`src/spba_pkg.sv`:
```
// Shared types, codes and constants of the source port bitmap allocator.
// Used by every module of the block; depends on nothing.
package spba_pkg;

   localparam int NUM_TABLES_DEFAULT    = 2;
   localparam int NUM_PROTOCOLS_DEFAULT = 4;
   localparam int PORT_BITS_DEFAULT     = 16;

   localparam int FIELD_PORT_BITS = 16;
   localparam int MAP_IDX_BITS    = 7;
   localparam int SLOT_BITS       = 3;
   localparam int WORD_BITS       = 64;
   localparam int BIT_IDX_BITS    = 6;
   localparam int QUEUE_DEPTH     = 2;

   localparam int CSR_INDEX_BITS = 2;
   localparam int CSR_DATA_BITS  = 16;
   localparam logic [CSR_INDEX_BITS-1:0] CSR_TABLES_READY = 2'd0;
   localparam logic [CSR_INDEX_BITS-1:0] CSR_FLOOR_PORT   = 2'd1;

   localparam logic [1:0]  TABLES_READY_RESET = 2'b01;
   localparam logic [15:0] FLOOR_PORT_RESET   = 16'd49152;

   localparam logic [7:0] PROTO_NUM_TCP   = 8'd6;
   localparam logic [7:0] PROTO_NUM_UDP   = 8'd17;
   localparam logic [7:0] PROTO_NUM_ICMP  = 8'd1;
   localparam logic [7:0] PROTO_NUM_ICMP6 = 8'd58;

   localparam logic [SLOT_BITS-1:0] SLOT_TCP   = 3'd0;
   localparam logic [SLOT_BITS-1:0] SLOT_UDP   = 3'd1;
   localparam logic [SLOT_BITS-1:0] SLOT_ICMP  = 3'd2;
   localparam logic [SLOT_BITS-1:0] SLOT_ICMP6 = 3'd3;

   localparam logic CMD_ALLOC = 1'b0;
   localparam logic CMD_FREE  = 1'b1;

   localparam logic [1:0] STATUS_OK        = 2'd0;
   localparam logic [1:0] STATUS_EXHAUSTED = 2'd1;
   localparam logic [1:0] STATUS_NO_ALLOC  = 2'd2;

   typedef struct packed {
      logic        command;
      logic        table_index;
      logic [7:0]  protocol;
      logic [15:0] requested_port;
   } req_type;

   typedef struct packed {
      logic [15:0] granted_port;
      logic [1:0]  status;
   } rsp_type;

   typedef struct packed {
      logic                       is_free;
      logic                       no_alloc;
      logic [MAP_IDX_BITS-1:0]    map_idx;
      logic [FIELD_PORT_BITS-1:0] port;
   } cmd_type;

   typedef struct packed {
      logic                 hit;
      logic [SLOT_BITS-1:0] slot;
   } slot_type;

   typedef enum logic [1:0] {
      ST_CLEAR,
      ST_IDLE,
      ST_FETCH,
      ST_LOOK
   } back_state_type;

   function automatic slot_type proto_slot(input logic [7:0] protocol);
      slot_type s;
      s.hit  = 1'b1;
      s.slot = SLOT_TCP;
      unique case (protocol)
         PROTO_NUM_TCP:   s.slot = SLOT_TCP;
         PROTO_NUM_UDP:   s.slot = SLOT_UDP;
         PROTO_NUM_ICMP:  s.slot = SLOT_ICMP;
         PROTO_NUM_ICMP6: s.slot = SLOT_ICMP6;
         default:         s.hit  = 1'b0;
      endcase
      return s;
   endfunction

endpackage

```
`src/spba_front.sv`:
```
// Request front end: accepts commands, checks table and protocol, picks the start port.
// Depends on spba_pkg for request and command types and protocol codes.
module spba_front #(
   parameter int NUM_TABLES    = spba_pkg::NUM_TABLES_DEFAULT,
   parameter int NUM_PROTOCOLS = spba_pkg::NUM_PROTOCOLS_DEFAULT,
   parameter int PORT_BITS     = spba_pkg::PORT_BITS_DEFAULT
) (
   input  logic                 start,
   input  spba_pkg::req_type    req_payload,
   input  logic                 queue_full,
   input  logic                 clearing,
   input  logic [1:0]           tables_ready,
   input  logic [PORT_BITS-1:0] floor_port,
   output logic                 busy,
   output logic                 push,
   output spba_pkg::cmd_type    push_entry
);
   import spba_pkg::*;

   logic [PORT_BITS-1:0] port_masked;
   logic [PORT_BITS-1:0] start_port;
   logic                 table_ok;
   logic                 slot_ok;
   slot_type             slot_info;

   assign busy = clearing || queue_full;
   assign push = start && !busy;

   assign port_masked = req_payload.requested_port[PORT_BITS-1:0];
   assign start_port  = (req_payload.command == CMD_ALLOC && port_masked == '0)
                        ? floor_port : port_masked;

   assign slot_info = proto_slot(req_payload.protocol);
   assign slot_ok   = slot_info.hit && (int'(slot_info.slot) < NUM_PROTOCOLS);
   assign table_ok  = (NUM_TABLES > 1 || req_payload.table_index == 1'b0)
                      && tables_ready[req_payload.table_index];

   always_comb begin
      push_entry.is_free  = (req_payload.command == CMD_FREE);
      push_entry.no_alloc = !(table_ok && slot_ok);
      push_entry.map_idx  = MAP_IDX_BITS'(req_payload.table_index)
                            * MAP_IDX_BITS'(NUM_PROTOCOLS)
                            + MAP_IDX_BITS'(slot_info.slot);
      push_entry.port     = FIELD_PORT_BITS'(start_port);
   end

endmodule

```
`config.mk`:
```
export PLATFORM = sky130hd
export DESIGN_NAME = spba_front
export DESIGN_NICKNAME = d
export VERILOG_FILES = /design/src/spba_pkg.sv /design/src/spba_front.sv
export SDC_FILE = /design/constraint.sdc
export NUM_CORES = 1
export LEC_CHECK = 0
export ABC_CLOCK_PERIOD_IN_PS = 2400
export BUFFER_PORTS_ARGS = -buffer_cell sky130_fd_sc_hd__buf_2
export CAP_MARGIN = 40
export CORE_MARGIN = 5
export CORE_UTILIZATION = 30
export DETAILED_ROUTE_END_ITERATION = 16
export PLACE_DENSITY = 0.94
export SLEW_MARGIN = 20
export SYNTH_ARGS = -nofsm -noshare
export SYNTH_HDL_FRONTEND = slang
export SYNTH_SLANG_ARGS = --single-unit
```
`constraint.sdc`:
```
create_clock -name vclk -period 2.4
set_input_delay 0.24 -clock vclk [all_inputs]
set_output_delay 0.24 -clock vclk [all_outputs]
set_load 0.02 [all_outputs]
```
==> results.yml, run 1 <==
status:
  status: "complete, no violations"
floorplan:
  fp.dieH_microns: 46.4
  dieArea_sq_mm: 0.00215
  num_rows: 13
  start_util_pct: 31.0
  core-area_sq_mm: 0.00128
  ioPinCount: 74
  die_w_microns: 46.4
critical_path:
  cp.depth: 6
  end_kind: "output port"
  critPathMaxStageDelay_ps: 600
  crit_chain: "buf_2, or4_1, nor4_4, buf_4, a31o_1, buf_2"
  crit_path_top_delay_cell: "or4_1"
  crit_buf_inv: 3
  crit_type: "in2out"
  path_delay_family: "simple AND/OR/NAND/NOR gates"
  path_max_fanout: 8
  critPathMostFrequentCell: "buf_2"
  cp.arrival_ps: 1720
  start_kind: "primary input"
  critPathRequiredTime_ps: 2160
timing:
  period_share_pct: 81.6
  rsz0062_at_grt: "no"
  setup_tns_ps: 0
  fin_crit_ps: 1960
  setup_viol: 0
  fmax_mhz: 511
  worst_slack_ps: 441
  hold_violations: 0
  drv_slew: 0
  hold_slack_ps: 719
cells_and_area:
  antenna_cells: 0
  fillers: 119
  post-route-cell-area_sq_um: 741
  final_common_cell: "buf_2"
  area_growth_pct: 86.2
  final_cell_mix: "70 x buf_2, 15 x a31o_1, 4 x conb_1"
  drive_gt1_share_pct: 64.7
  clock_buffers: 0
  nNetsFinal: 168
  register_area_sq_um: 0
  seq_cell_count: 0
placed_design:
  dp_hpwl_mm: 1.62
  pre_cts_slack_ps: 432
  place_area_sq_um: 741
  portBuffers: 70
  place.gp.congestion: 0.643
routing:
  wirelength_mm: 1.75
  drt_iter0_markers: 0
  final_antenna_net_count: 0
  drc: 0
  viasPerCell: 5.12
  wire_per_inst_microns: 13.1
  firstDrtPassIters: 1
  routed-via-count: 686
grt:
  overflow: 0
  grt_pass1_vias: 689
  antenna_found_initial: 0
  grt_max_degree: 15
  grt_pass1_wl_mm: 2.62
  grtUsageTotal_pct: 15.9
synth:
  ys_types: 25
  yosysWarnings: 0
  syn-cell-area_sq_um: 398
  synth_area_per_cell_sq_um: 7.80
  synth_seq_area_share_pct: 0
  synth_top_area_share_pct: 33.0
  synthCells: 51
  synthTopCellsByArea: "a31o_1 33%, buf_4 11%, or4_4 5.7%, nor4_4 5.3%, mux2i_1 5.0%"
  yosysTopAreaCell: "a31o_1"
power_and_ir_drop:
  ir_drop_v: 0.0000821
  p_total_mw: 0.121
  power_density_mw_per_mm2: 163
  power_leakage_nw: 0.438
job:
  maxCapViolCount: 0
hold_path:
  hold_path_class: "in2out"
  holdPathStages: 2
clock_network:
  cts_resized: 0
  hold_buffers: 0
  cts_setup_buffers: 0
stage by stage:
step                utilization (%)  cells
floorplan                         -     54
global placement               57.6    134
detailed placement             57.6    134
CTS                            57.6    134
global route                   57.6    134
finish                         57.6    134
logic make-up after synthesis:
family | Yosys count | synth area share, %
other cells | 1 | 0.942
buf+inv | 11 | 17.9
simple gates | 18 | 34.9
mux | 2 | 5.03
compound gates | 19 | 41.2
cell type report:
class / count / area [sq um] / share of cell area (%)
repair buffers: 73 / 373 / 50.3
multi-input cells: 43 / 338 / 45.6
well taps: 15 / 18.8 / 2.53
inverters: 3 / 11.3 / 1.52
path summary, 6_finish.rpt:
path / end / start / slack, ps
worst max-delay path: push_entry[1] / req_payload[0] / 440
worst min-delay path: push_entry[24] / req_payload[25] / 720
synthesized netlist by cell type:
library cell,n
a21o_1,1
a31o_1,15
a41o_1,1
and4b_1,1
buf_4,6
buf_6,1
clkbuf_1,1
conb_1,1
inv_1,3
mux2i_1,2
nand3_1,1
nor2_1,3
nor2b_1,1
nor3_1,2
nor3b_1,1
nor4_1,1
nor4_4,1
nor4b_1,1
nor4bb_1,1
o211a_1,1
o21ai_0,1
or2_2,1
or3_1,1
or4_1,1
or4_4,2
power by group:
group	internal (mW)	switching, mW
Clock	0	0
Combinational	0.0558	0.0650
Sequential	0	0
Total	0.0558	0.0650
layer usage:
| metal | track usage, % | vias to the layer above | wire [microns] |
|---|---|---|---|
| li1 | - | 334 | - |
| met3 | 1.56 | 0 | 270 |
| met4 | 0 | 0 | 0 |
| met1 | 16.1 | 298 | 603 |
| met2 | 34.9 | 54 | 876 |
| met5 | 0 | - | 0 |
No activity file was read; power rests on OpenSTA's default activity.
==> inputs of run 2 (changes only) <==
--- a/config.mk
+++ b/config.mk
@@ -5,13 +5,13 @@
 export SDC_FILE = /design/constraint.sdc
 export NUM_CORES = 1
 export LEC_CHECK = 0
-export ABC_CLOCK_PERIOD_IN_PS = 2400
+export ABC_CLOCK_PERIOD_IN_PS = 1980
 export BUFFER_PORTS_ARGS = -buffer_cell sky130_fd_sc_hd__buf_2
 export CAP_MARGIN = 40
 export CORE_MARGIN = 5
-export CORE_UTILIZATION = 30
+export CORE_UTILIZATION = 27
 export DETAILED_ROUTE_END_ITERATION = 16
-export PLACE_DENSITY = 0.94
+export PLACE_DENSITY = 0.86
 export SLEW_MARGIN = 20
 export SYNTH_ARGS = -nofsm -noshare
 export SYNTH_HDL_FRONTEND = slang
==> constraint.sdc (replaced) <==
create_clock -name vclk -period 1.98
set_input_delay 0.198 -clock vclk [all_inputs]
set_output_delay 0.198 -clock vclk [all_outputs]
set_load 0.02 [all_outputs]
==> results.yml, run 2 (synthesis results as in run 1) <==
status:
  status: "complete, no violations"
critical_path:
  end_kind: "output port"
  crit_path_top_delay_cell: "or4_4"
  cp.arrival_ps: 1710
  critPathRequiredTime_ps: 1780
  critPathMaxStageDelay_ps: 550
  crit_type: "in2out"
  crit_chain: "buf_2, or4_4, nor4_4, buf_4, a31o_1, buf_2"
  critPathMostFrequentCell: "buf_2"
  start_kind: "primary input"
  path_max_fanout: 12
routing:
  wirelength_mm: 1.77
  routed-via-count: 671
  drt_iter0_markers: 5
  firstDrtPassIters: 2
  drc: 0
  viasPerCell: 5.01
  final_antenna_net_count: 0
  wire_per_inst_microns: 13.2
timing:
  fmax_mhz: 523
  period_share_pct: 96.5
  fin_crit_ps: 1910
  setup_viol: 0
  hold_violations: 0
  drv_slew: 0
  setup_tns_ps: 0
  rsz0062_at_grt: "no"
  worst_slack_ps: 69.7
power_and_ir_drop:
  power_density_mw_per_mm2: 198
  seqPwrFrac_pct: 0
  intPower_mw: 0.0677
  power_leakage_nw: 0.438
  pwr-share-clk_pct: 0
  power.share.switching_pct: 53.8
  switchingPower_mw: 0.0788
  ir_drop_v: 0.000111
  p_comb_share_pct: 100.0
grt:
  antenna_found_initial: 0
  grt_max_degree: 15
  grt_pass1_wl_mm: 2.73
  overflow: 0
  grtUsageTotal_pct: 13.0
  grt_pass1_vias: 677
placed_design:
  dp_hpwl_mm: 1.62
  pre_cts_slack_ps: 68.0
  place.gp.congestion: 0.687
  portBuffers: 70
floorplan:
  num_rows: 13
  ioPinCount: 74
  dieArea_sq_mm: 0.00234
  start_util_pct: 29.5
  die_w_microns: 48.4
  core-area_sq_mm: 0.00135
  fp.dieH_microns: 48.4
cells_and_area:
  register_area_sq_um: 0
  final_cell_mix: "70 x buf_2, 15 x a31o_1, 4 x conb_1"
  final_common_cell: "buf_2"
  nNetsFinal: 168
  drive_gt1_share_pct: 64.7
  area_growth_pct: 86.2
  antenna_cells: 0
  seq_cell_count: 0
  clock_buffers: 0
hold_path:
  hold_path_class: "in2out"
job:
  maxCapViolCount: 0
clock_network:
  hold_buffers: 0
  cts_resized: 0
  cts_setup_buffers: 0
[run 2: cell counts in the layout (fill, tap and decap cells not counted)]
No cell type changed its count.
[run 2: path summary, 6_finish.rpt]
path,slack [ps],cells past startpoint,endpoint,from
worst min-delay path,640,2,push_entry[24],req_payload[25]
worst max-delay path,70,6,push_entry[11],req_payload[10]
[run 2: area by class of cell]
type | instances | area [sq um]
timing repair buffer | 73 | 373
multi-input combinational | 43 | 338
inverter | 3 | 11.3
fill | 122 | 609
tap | 15 | 18.8
[run 2: power groups by stage]
stage	combinational, mW	sequential [mW]	clock (mW)
floorplan	0.0775	0	0
global placement	0.143	0	0
detailed placement	0.146	0	0
CTS	0.147	0	0
global route	0.158	0	0
finish	0.146	0	0
[run 2: metrics by stage]
stage	area, sq um	hold slack, ps	std cells	power (mW)	util [%]
after floorplan	409	509	54	0.0775	-
after global placement	741	640	134	0.143	54.9
after detailed placement	741	640	134	0.146	54.9
after CTS	741	641	134	0.147	54.9
after global routing	741	648	134	0.158	54.9
final	741	640	134	0.146	54.9
[run 2: metal layers]
metal	vias up	GRT usage, %	part of all wire (%)
met5	-	0	0
met4	0	0.922	0.51
met3	2	6.73	18
met2	50	25.2	49
met1	286	12.3	33
li1	333	-	-
[run 2: worst max-delay path: cells and delay by family]
| family | cells | cell delay (ps) |
|---|---|---|
| simple gates | 2 | 860 |
| compound gates | 1 | 160 |
| buf+inv | 3 | 490 |
