==> src/spba_pkg.sv <==
// Shared types, codes and constants of the source port bitmap allocator.
// Used by every module of the block; depends on nothing.
package spba_pkg;

   localparam int NUM_TABLES_DEFAULT    = 2;
   localparam int NUM_PROTOCOLS_DEFAULT = 4;
   localparam int PORT_BITS_DEFAULT     = 16;

   localparam int FIELD_PORT_BITS = 16;
   localparam int MAP_IDX_BITS    = 7;
   localparam int SLOT_BITS       = 3;
   localparam int WORD_BITS       = 64;
   localparam int BIT_IDX_BITS    = 6;
   localparam int QUEUE_DEPTH     = 2;

   localparam int CSR_INDEX_BITS = 2;
   localparam int CSR_DATA_BITS  = 16;
   localparam logic [CSR_INDEX_BITS-1:0] CSR_TABLES_READY = 2'd0;
   localparam logic [CSR_INDEX_BITS-1:0] CSR_FLOOR_PORT   = 2'd1;

   localparam logic [1:0]  TABLES_READY_RESET = 2'b01;
   localparam logic [15:0] FLOOR_PORT_RESET   = 16'd49152;

   localparam logic [7:0] PROTO_NUM_TCP   = 8'd6;
   localparam logic [7:0] PROTO_NUM_UDP   = 8'd17;
   localparam logic [7:0] PROTO_NUM_ICMP  = 8'd1;
   localparam logic [7:0] PROTO_NUM_ICMP6 = 8'd58;

   localparam logic [SLOT_BITS-1:0] SLOT_TCP   = 3'd0;
   localparam logic [SLOT_BITS-1:0] SLOT_UDP   = 3'd1;
   localparam logic [SLOT_BITS-1:0] SLOT_ICMP  = 3'd2;
   localparam logic [SLOT_BITS-1:0] SLOT_ICMP6 = 3'd3;

   localparam logic CMD_ALLOC = 1'b0;
   localparam logic CMD_FREE  = 1'b1;

   localparam logic [1:0] STATUS_OK        = 2'd0;
   localparam logic [1:0] STATUS_EXHAUSTED = 2'd1;
   localparam logic [1:0] STATUS_NO_ALLOC  = 2'd2;

   typedef struct packed {
      logic        command;
      logic        table_index;
      logic [7:0]  protocol;
      logic [15:0] requested_port;
   } req_type;

   typedef struct packed {
      logic [15:0] granted_port;
      logic [1:0]  status;
   } rsp_type;

   typedef struct packed {
      logic                       is_free;
      logic                       no_alloc;
      logic [MAP_IDX_BITS-1:0]    map_idx;
      logic [FIELD_PORT_BITS-1:0] port;
   } cmd_type;

   typedef struct packed {
      logic                 hit;
      logic [SLOT_BITS-1:0] slot;
   } slot_type;

   typedef enum logic [1:0] {
      ST_CLEAR,
      ST_IDLE,
      ST_FETCH,
      ST_LOOK
   } back_state_type;

   function automatic slot_type proto_slot(input logic [7:0] protocol);
      slot_type s;
      s.hit  = 1'b1;
      s.slot = SLOT_TCP;
      unique case (protocol)
         PROTO_NUM_TCP:   s.slot = SLOT_TCP;
         PROTO_NUM_UDP:   s.slot = SLOT_UDP;
         PROTO_NUM_ICMP:  s.slot = SLOT_ICMP;
         PROTO_NUM_ICMP6: s.slot = SLOT_ICMP6;
         default:         s.hit  = 1'b0;
      endcase
      return s;
   endfunction

endpackage

==> src/spba_queue.sv <==
// Short command queue between the classifying front and the bitmap back end.
// Depends on spba_pkg for the command entry type and depth.
module spba_queue (
   input  logic              clock,
   input  logic              reset,
   input  logic              push,
   input  spba_pkg::cmd_type push_entry,
   input  logic              pop,
   output spba_pkg::cmd_type head,
   output logic              empty,
   output logic              full
);
   import spba_pkg::*;

   localparam int PTR_BITS   = (QUEUE_DEPTH > 1) ? $clog2(QUEUE_DEPTH) : 1;
   localparam int COUNT_BITS = $clog2(QUEUE_DEPTH + 1);

   cmd_type               slots_ff [QUEUE_DEPTH];
   logic [PTR_BITS-1:0]   wr_ptr_ff, wr_ptr_in;
   logic [PTR_BITS-1:0]   rd_ptr_ff, rd_ptr_in;
   logic [COUNT_BITS-1:0] count_ff, count_in;

   assign empty = (count_ff == '0);
   assign full  = (count_ff == COUNT_BITS'(QUEUE_DEPTH));
   assign head  = slots_ff[rd_ptr_ff];

   always_comb begin
      wr_ptr_in = wr_ptr_ff;
      rd_ptr_in = rd_ptr_ff;
      count_in  = count_ff;
      if (push) begin
         wr_ptr_in = (wr_ptr_ff == PTR_BITS'(QUEUE_DEPTH - 1)) ? '0 : wr_ptr_ff + 1'b1;
      end
      if (pop) begin
         rd_ptr_in = (rd_ptr_ff == PTR_BITS'(QUEUE_DEPTH - 1)) ? '0 : rd_ptr_ff + 1'b1;
      end
      if (push && !pop) begin
         count_in = count_ff + 1'b1;
      end else if (pop && !push) begin
         count_in = count_ff - 1'b1;
      end
   end

   always_ff @(posedge clock) begin
      if (reset) begin
         wr_ptr_ff <= '0;
         rd_ptr_ff <= '0;
         count_ff  <= '0;
      end else begin
         wr_ptr_ff <= wr_ptr_in;
         rd_ptr_ff <= rd_ptr_in;
         count_ff  <= count_in;
      end
   end

   always_ff @(posedge clock) begin
      if (push) begin
         slots_ff[wr_ptr_ff] <= push_entry;
      end
   end

endmodule

==> config.mk <==
export PLATFORM = sky130hd
export DESIGN_NAME = spba_queue
export DESIGN_NICKNAME = d
export VERILOG_FILES = /design/src/spba_pkg.sv /design/src/spba_queue.sv
export SDC_FILE = /design/constraint.sdc
export NUM_CORES = 1
export LEC_CHECK = 0
export BUFFER_PORTS_ARGS = -buffer_cell sky130_fd_sc_hd__clkbuf_2
export CAP_MARGIN = 20
export CORE_MARGIN = 4
export CORE_UTILIZATION = 30
export CTS_CLUSTER_DIAMETER = 30
export CTS_CLUSTER_SIZE = 16
export DETAILED_ROUTE_END_ITERATION = 8
export GPL_ROUTABILITY_DRIVEN = 0
export SYNTH_ARGS = -nofsm -noshare
export SYNTH_HDL_FRONTEND = slang
export SYNTH_SLANG_ARGS = --single-unit
==> constraint.sdc <==
create_clock -name clock -period 1.9 [get_ports clock]
set_input_delay 0.19 -clock clock [delete_from_list [all_inputs] [get_ports clock]]
set_output_delay 0.19 -clock clock [all_outputs]
set_load 0.005 [all_outputs]
==> results of run 1 <==
cells by family (layout without fill, tap and decap cells):
kind of cell | Yosys count | after routing | share of synthesized area
flip-flops | 55 | 55 | 0.797
adder cells (fa/ha/maj) | 1 | 1 | 0.00622
multiplexers | 25 | 25 | 0.140
AND/OR/NAND/NOR | 9 | 9 | 0.0230
buffers and inverters | 4 | 69 | 0.0118
XOR/XNOR | 4 | 4 | 0.0174
AO/OA/AOI/OAI | 2 | 2 | 0.00497
critical path, stage by stage (launching register included):
cell      delay, ps
dfxtp_1         470
buf_12          220
mux2_2          350
clkbuf_2        120
power by group through the flow:
stage          clock [W]  combinational, W  sequential (W)
2_1_floorplan          0          0.000155         0.00145
3_3_place_gp           0          0.000291         0.00146
3_5_place_dp           0          0.000294         0.00146
4_1_cts         0.000802          0.000296         0.00143
5_1_grt         0.000862          0.000319         0.00144
6_report        0.000760          0.000285         0.00143
per-layer routing:
layer | part of all wire | global-route usage | vias up
met4 | 0.015 | 0.0344 | 0
met2 | 0.50 | 0.155 | 33
li1 | - | - | 505
met1 | 0.43 | 0.109 | 499
met3 | 0.056 | 0.0342 | 6
met5 | 0 | 0 | -
flip-flops by register name, summed over array words and instances, names as in the netlist, named ones only:
register	flops
rd_ptr_ff	1
wr_ptr_ff	1
count_ff	2
slots_ff	50
synthesized netlist by cell type:
cell type,count
a21oi_1,1
and2_1,1
and2b_2,1
buf_2,1
buf_4,2
dfxtp_1,5
edfxtp_1,50
ha_1,1
inv_1,1
mux2_2,25
nor2_1,5
nor2b_1,1
o21ai_0,1
or3_1,1
xnor2_1,2
xor2_1,2
worst paths after layout:
path	start	end	slack [ps]	depth (start not counted)
worst max-delay path	flip-flop	head[3]	250	3
worst min register to register	count_ff[1]	count_ff[1]	520	2
worst max register to register	wr_ptr_ff	slots_ff[1][21]	820	2
worst min-delay path	push_entry[1]	slots_ff[0][1]	70	1
through the flow:
stage / util / hold slack [ps]
after detailed placement: 0.376 / 384
after CTS: 0.393 / 53.2
after floorplan: - / 259
after global placement: 0.376 / 379
after global routing: 0.393 / 38.5
final: 0.393 / 69.3
area by class of cell:
type	count	area [sq um]
flip-flops and latches	55	1600
clock buffers	6	72.6
well taps	77	96.3
repair buffers	60	325
multi-input cells	41	388
inverters	1	3.75
fillers	611	3900
clock inverters	2	38.8
==> flow_summary.yaml, run 1 <==
critical_path:
  cp.arrival_ps: 1460
  crit_type: "reg -> out"
  critPathCaptureType: "output port"
  crit_fanout: 21
  required_ps: 1710
  startpoint_type: "flip-flop"
sta:
  hold_violations: 0
  relSlewSlack: 0.832
  slew_violations: 0
  setup_tns_ps: 0
  worstMarginPinSlew_ps: 252
  setup_viol: 0
  setup_slack_ps: 247
  rsz0062_at_grt: "false"
  finalCritPeriodShare: 0.870
  fmax_ghz: 0.605
  fin_crit_ps: 1650
  clock_skew_ps: 5.82
final_layout:
  stdcell_area_sq_um: 2530
  layout_common_cells: "clkbuf_2, edfxtp_1, mux2_2"
  syn2layout_area_growth_pct: 25.6
  layout_commonest_cell: "clkbuf_2"
  n_antenna_cell: 0
  fin_nets: 194
  final_cells: 242
  drive_gt1_frac: 0.570
placed_design:
  placed_area_sq_um: 2410
  pre_cts_slack_ps: 558
  numPortBuffers: 55
  dpl.cell_count: 234
clock_network:
  post_cts_buffers: 0
  cts_buffers: 5
  holdBufCountCts: 0
  root_buffer: "clkbuf_8"
  post_cts_resized: 0
  cts.sinks: 55
  cts_buffer_depth: 2
  clkTransAtPathRegs_ps: 100
  h-tree-depth: 2
  worstSkewPairLatency_ps: 300
  cts_tree: "built"
yosys:
  syn_avg_cell_area_sq_um: 20.1
  yosys.area.top_type: "edfxtp_1"
  synth_area_sq_um: 2010
  syn_inst: 100
  ys_warn_count: 0
  syn_nets: 130
  ys_ff_latch: 55
  ys_seq_area_frac: 0.797
  synth_top_area_frac: 0.747
  synthTopCellsByArea: "edfxtp_1, mux2_2, dfxtp_1, nor2_1, xnor2_1"
  yosysUniqueCellTypes: 16
floorplan:
  coreArea_sq_um: 6420
  ios: 56
  initial_core_util: 0.313
  rows: 29
  dieHeight_microns: 89.9
  die_w_microns: 89.9
  die_area_sq_um: 8080
detailed_routing:
  vias: 1043
  drt_iter0_markers: 29
  drtPass1Iterations: 4
  ant_nets: 0
  drt-total-wl_microns: 3470
  post_drt_via_cell_ratio: 4.31
  wire_per_inst_microns: 14.4
  drcViolationCount: 0
pwr:
  leakagePower_nw: 0.972
  p_int_w: 0.00196
  p_per_area_nw_per_um2: 980
  switchingPower_w: 0.000519
  pwr-share-clk: 0.307
  ir_drop_uv: 478
  power.switching_fraction: 0.209
  power_frac_seq: 0.578
  pwr-share-comb: 0.115
  fin_total_pwr_w: 0.00248
hold_path:
  hp-class: "in -> reg"
global_route:
  grt_max_degree: 22
  grt_pass1_wl_microns: 5800
  first_global_vias: 1202
  antenna_found_initial: 0
  grt_usage: 0.0927
  overflow: 0
job:
  max_cap_violations: 0
outcome:
  status: "complete, no violations"
Note: power is estimated with default switching activity, not from simulation.
==> run 2: changes to the inputs <==
--- a/config.mk
+++ b/config.mk
@@ -13,6 +13,7 @@
 export CTS_CLUSTER_SIZE = 16
 export DETAILED_ROUTE_END_ITERATION = 8
 export GPL_ROUTABILITY_DRIVEN = 0
+export RECOVER_POWER = 25
 export SYNTH_ARGS = -nofsm -noshare
 export SYNTH_HDL_FRONTEND = slang
 export SYNTH_SLANG_ARGS = --single-unit
==> run 2 against run 1 <==
Against the previous run: maximum frequency about the same; clock skew about the same; global-route usage unchanged; clock-buffer cell count unchanged; first-iteration DRC count up 10%; non-clock buffer count unchanged; highest routed layer unchanged; wire length about the same; critical path depth unchanged; clock power about the same; register-to-register slack about the same.
==> flow_summary.yaml, run 2 (synthesis results as in run 1) <==
outcome:
  status: "complete, no violations"
final_layout:
  syn2layout_area_growth_pct: 24.9
  largest_reg_flops: 50
  n_antenna_cell: 0
  reg.largest.list: "slots_ff (50), count_ff (2)"
  regMostFlops: "slots_ff"
  layout_common_cells: "edfxtp_1, clkbuf_2, mux2_2"
  layout_commonest_cell: "edfxtp_1"
  fin_nets: 194
  nFillCells: 613
  drive_gt1_frac: 0.497
  final_cells: 242
sta:
  rsz0062_at_grt: "false"
  clock_skew_ps: 5.81
  slew_violations: 0
  relSlewSlack: 0.832
  fin_crit_ps: 1650
  fmax_ghz: 0.605
  setup_viol: 0
  setup_tns_ps: 0
  worstMarginPinSlew_ps: 252
  hold_violations: 0
  finalCritPeriodShare: 0.870
  holdWs_ps: 69.3
hold_path:
  holdPathStages: 1
  hp-class: "in -> reg"
global_route:
  antenna_found_initial: 0
  grt_max_degree: 22
  first_global_vias: 1202
  grt_pass1_wl_microns: 5800
  overflow: 0
  grt_usage: 0.0927
floorplan:
  dieHeight_microns: 89.9
  rows: 29
  coreArea_sq_um: 6420
  initial_core_util: 0.313
  ios: 56
  die_area_sq_um: 8080
  die_w_microns: 89.9
clock_network:
  h-tree-depth: 2
  cts_tree: "built"
  cts.sinks: 55
  cts_buffers: 5
  root_buffer: "clkbuf_8"
  post_cts_resized: 0
  holdBufCountCts: 0
  clkTransAtPathRegs_ps: 100
  post_cts_buffers: 0
  worstSkewPairLatency_ps: 300
  cts_buffer_depth: 2
pwr:
  power_frac_seq: 0.579
  pwr-share-clk: 0.307
  pwr-share-comb: 0.114
  ir_drop_uv: 477
  p_per_area_nw_per_um2: 985
  leakagePower_nw: 0.936
  fin_total_pwr_w: 0.00247
  switchingPower_w: 0.000519
  power.switching_fraction: 0.210
  p_int_w: 0.00195
critical_path:
  required_ps: 1710
  cp.arrival_ps: 1460
  crit_type: "reg -> out"
  crit_fanout: 21
  r2r_cells: 2
  startpoint_type: "flip-flop"
  critPathCaptureType: "output port"
detailed_routing:
  drcViolationCount: 0
  drt_iter0_markers: 32
  drt-total-wl_microns: 3470
  post_drt_via_cell_ratio: 4.31
  vias: 1042
  ant_nets: 0
  wire_per_inst_microns: 14.3
  drtPass1Iterations: 3
placed_design:
  dpl.cell_count: 234
  numPortBuffers: 55
job:
  max_cap_violations: 0
run 2: cell count changes in the layout (fill, tap and decap cells not counted):
| cell | previous run | this run |
|---|---|---|
| clkbuf_1 | 1 | 13 |
| clkbuf_2 | 55 | 43 |
run 2: critical path, cell delays in order, from the launching register on:
cell and delay [ps]:
dfxtp_1 470, buf_12 220, mux2_2 350, clkbuf_2 120
run 2: final cells by class:
class                      instances  area, sq um  share of cell area
clock buffer                       6         72.6              0.0289
clock inverter                     2         38.8              0.0154
inverter                           1         3.75             0.00149
multi-input combinational         41          388               0.154
sequential                        55         1600               0.638
tap                               77         96.3              0.0384
timing repair buffer              60          310               0.124
run 2: final timing paths:
kind / startpoint / slack, ps / to
max: flip-flop / 250 / head[3]
min: push_entry[1] / 70 / slots_ff[0][1]
max reg2reg: wr_ptr_ff / 820 / slots_ff[1][21]
min reg2reg: count_ff[1] / 520 / count_ff[1]
run 2: power groups by stage:
stage	logic, W	clock network, W	registers [W]
floorplan	0.000155	0	0.00145
global placement	0.000291	0	0.00146
detailed placement	0.000294	0	0.00146
CTS	0.000296	0.000802	0.00143
global route	0.000316	0.000862	0.00144
finish	0.000282	0.000760	0.00143
run 2: per-stage QoR:
stage / utilization / setup WS, ps / instance area, sq um
global placement: 0.376 / 569 / 2410
CTS: 0.393 / 203 / 2530
finish: 0.391 / 248 / 2510
floorplan: - / 30.2 / 2010
global route: 0.391 / 146 / 2510
detailed placement: 0.376 / 558 / 2410
run 2: routing by layer:
layer	GRT usage	wire, microns	vias to the layer above
li1	-	-	506
met1	0.109	1510	497
met2	0.155	1720	33
met3	0.0342	187	6
met4	0.0344	53	0
met5	0	0	-
==> run 3: changes to the inputs <==
--- a/config.mk
+++ b/config.mk
@@ -7,12 +7,14 @@
 export LEC_CHECK = 0
 export BUFFER_PORTS_ARGS = -buffer_cell sky130_fd_sc_hd__clkbuf_2
 export CAP_MARGIN = 20
+export CELL_PAD_IN_SITES_DETAIL_PLACEMENT = 2
+export CELL_PAD_IN_SITES_GLOBAL_PLACEMENT = 2
 export CORE_MARGIN = 4
 export CORE_UTILIZATION = 30
-export CTS_CLUSTER_DIAMETER = 30
 export CTS_CLUSTER_SIZE = 16
 export DETAILED_ROUTE_END_ITERATION = 8
 export GPL_ROUTABILITY_DRIVEN = 0
+export PLACE_DENSITY_LB_ADDON = 0.1
 export RECOVER_POWER = 25
 export SYNTH_ARGS = -nofsm -noshare
 export SYNTH_HDL_FRONTEND = slang
==> run 3 against run 2 <==
Against the previous run: sequential share of layout area grew 0.38 points; sequential power barely moved; global-route usage up 0.76 points; non-clock buffer count increased by 1; worst setup slack better by 120 ps; critical path type unchanged; largest cell class unchanged; largest power group unchanged; highest routed layer unchanged.
==> flow_summary.yaml, run 3 (synthesis results as in run 1) <==
critical_path:
  regToRegStartpoint: "wr_ptr_ff"
  crit_cells: 3
  startpoint_type: "flip-flop"
  worstPathCellList: "buf_4 -> mux2_2 -> clkbuf_2"
  r2r_cells: 2
  crit_type: "reg -> out"
  required_ps: 1710
  crit_buf_inv: 2
  reg2reg_to: "slots_ff[1][17]"
  slowest_stage: "mux2_2"
  r2r_setup_slack_ps: 810
  cp.arrival_ps: 1350
  cp_top_family: "multiplexers"
  crit_fanout: 14
  cpPeakStageDelay_ps: 370
  critPathCaptureType: "output port"
clock_network:
  post_cts_buffers: 0
  h-tree-depth: 2
  worstSkewPairLatency_ps: 300
  post_cts_resized: 0
  root_buffer: "clkbuf_8"
  cts_tree: "built"
  clkTransAtPathRegs_ps: 90
  holdBufCountCts: 0
  cts_buffer_depth: 2
  cts_buffers: 5
  cts.sinks: 55
final_layout:
  layout_common_cells: "edfxtp_1, clkbuf_2, mux2_2"
  largest_reg_flops: 50
  fin_nets: 195
  nFillCells: 659
  stdcell_area_sq_um: 2500
  drive_gt1_frac: 0.491
  final_cells: 242
  syn2layout_area_growth_pct: 24.1
  layout_commonest_cell: "edfxtp_1"
  seqCellArea_sq_um: 1600
  reg.largest.list: "slots_ff (50), count_ff (2)"
  regMostFlops: "slots_ff"
  n_antenna_cell: 0
  multi_input_area_sq_um: 388
global_route:
  antenna_found_initial: 0
  first_global_vias: 1282
  overflow: 0
  grt_max_degree: 16
  grt_usage: 0.100
  grt_pass1_wl_microns: 6380
floorplan:
  initial_core_util: 0.313
  coreArea_sq_um: 6420
  ios: 56
  dieHeight_microns: 89.9
  die_area_sq_um: 8080
  die_w_microns: 89.9
  rows: 29
detailed_routing:
  drcViolationCount: 0
  vias: 1069
  wire_per_inst_microns: 15.7
  drt_iter0_markers: 45
  ant_nets: 0
  drtPass1Iterations: 2
  post_drt_via_cell_ratio: 4.42
  drt-total-wl_microns: 3790
pwr:
  p_per_area_nw_per_um2: 976
  fin_total_pwr_w: 0.00244
  leakagePower_nw: 0.930
  ir_drop_uv: 372
hold_path:
  holdPathStages: 1
  hp-class: "in -> reg"
  min_from: "push_entry[0]"
  holdPathEnd: "slots_ff[0][0]"
sta:
  fmax_ghz: 0.651
  fin_crit_ps: 1540
  slew_violations: 0
  worstMarginPinSlew_ps: 207
  rsz0062_at_grt: "false"
  finalCritPeriodShare: 0.808
  clock_skew_ps: 7.35
  setup_tns_ps: 0
  holdWs_ps: 77.4
  setup_viol: 0
  hold_violations: 0
  relSlewSlack: 0.862
placed_design:
  placed_area_sq_um: 2410
  dpl.cell_count: 235
  dp.final_hpwl_microns: 2810
  numPortBuffers: 55
outcome:
  status: "complete, no violations"
job:
  max_cap_violations: 0
-- run 3: changes by cell type in the layout (fill, tap and decap cells not counted), sizes merged --
| cell | previous run | this run |
|---|---|---|
| buf | 5 | 6 |
| inv | 2 | 1 |
-- run 3: worst max path at each step --
stage                     slack, ps             end
after global routing            260         head[6]
final                           360         head[6]
after floorplan                  30  slots_ff[0][0]
after detailed placement        670         head[6]
after global placement          680         head[6]
after CTS                       330         head[6]
-- run 3: metrics by stage --
stage | utilization | setup WS (ps)
floorplan | - | 30.2
detailed placement | 0.375 | 670
global route | 0.389 | 261
CTS | 0.391 | 326
global placement | 0.375 | 683
finish | 0.389 | 364
-- run 3: report_power, final --
group / internal, W / switching (W)
sequential: 0.00140 / 0.0000250
clock: 0.000386 / 0.000334
combinational: 0.000149 / 0.000138
total: 0.00194 / 0.000497
-- run 3: cell type report --
class / instances / area share
inverter: 1 / 0.00150
multi-input combinational: 41 / 0.155
clock inverter: 1 / 0.0120
clock buffer: 6 / 0.0291
tap: 77 / 0.0386
timing repair buffer: 61 / 0.122
sequential: 55 / 0.642
-- run 3: worst reg2reg max path, delay by kind of cell, from the launching register on --
kind          cells  cell delay [ps]
buf+inv           1              230
flops             1              390
simple gates      1              170
-- run 3: layer usage --
layer | share of wire | track usage | routed length [microns] | up-vias
li1 | - | - | - | 507
met1 | 0.42 | 0.117 | 1580 | 526
met2 | 0.52 | 0.171 | 1970 | 31
met3 | 0.057 | 0.0384 | 215 | 5
met4 | 0.0090 | 0.0306 | 34 | 0
met5 | 0 | 0 | 0 | -
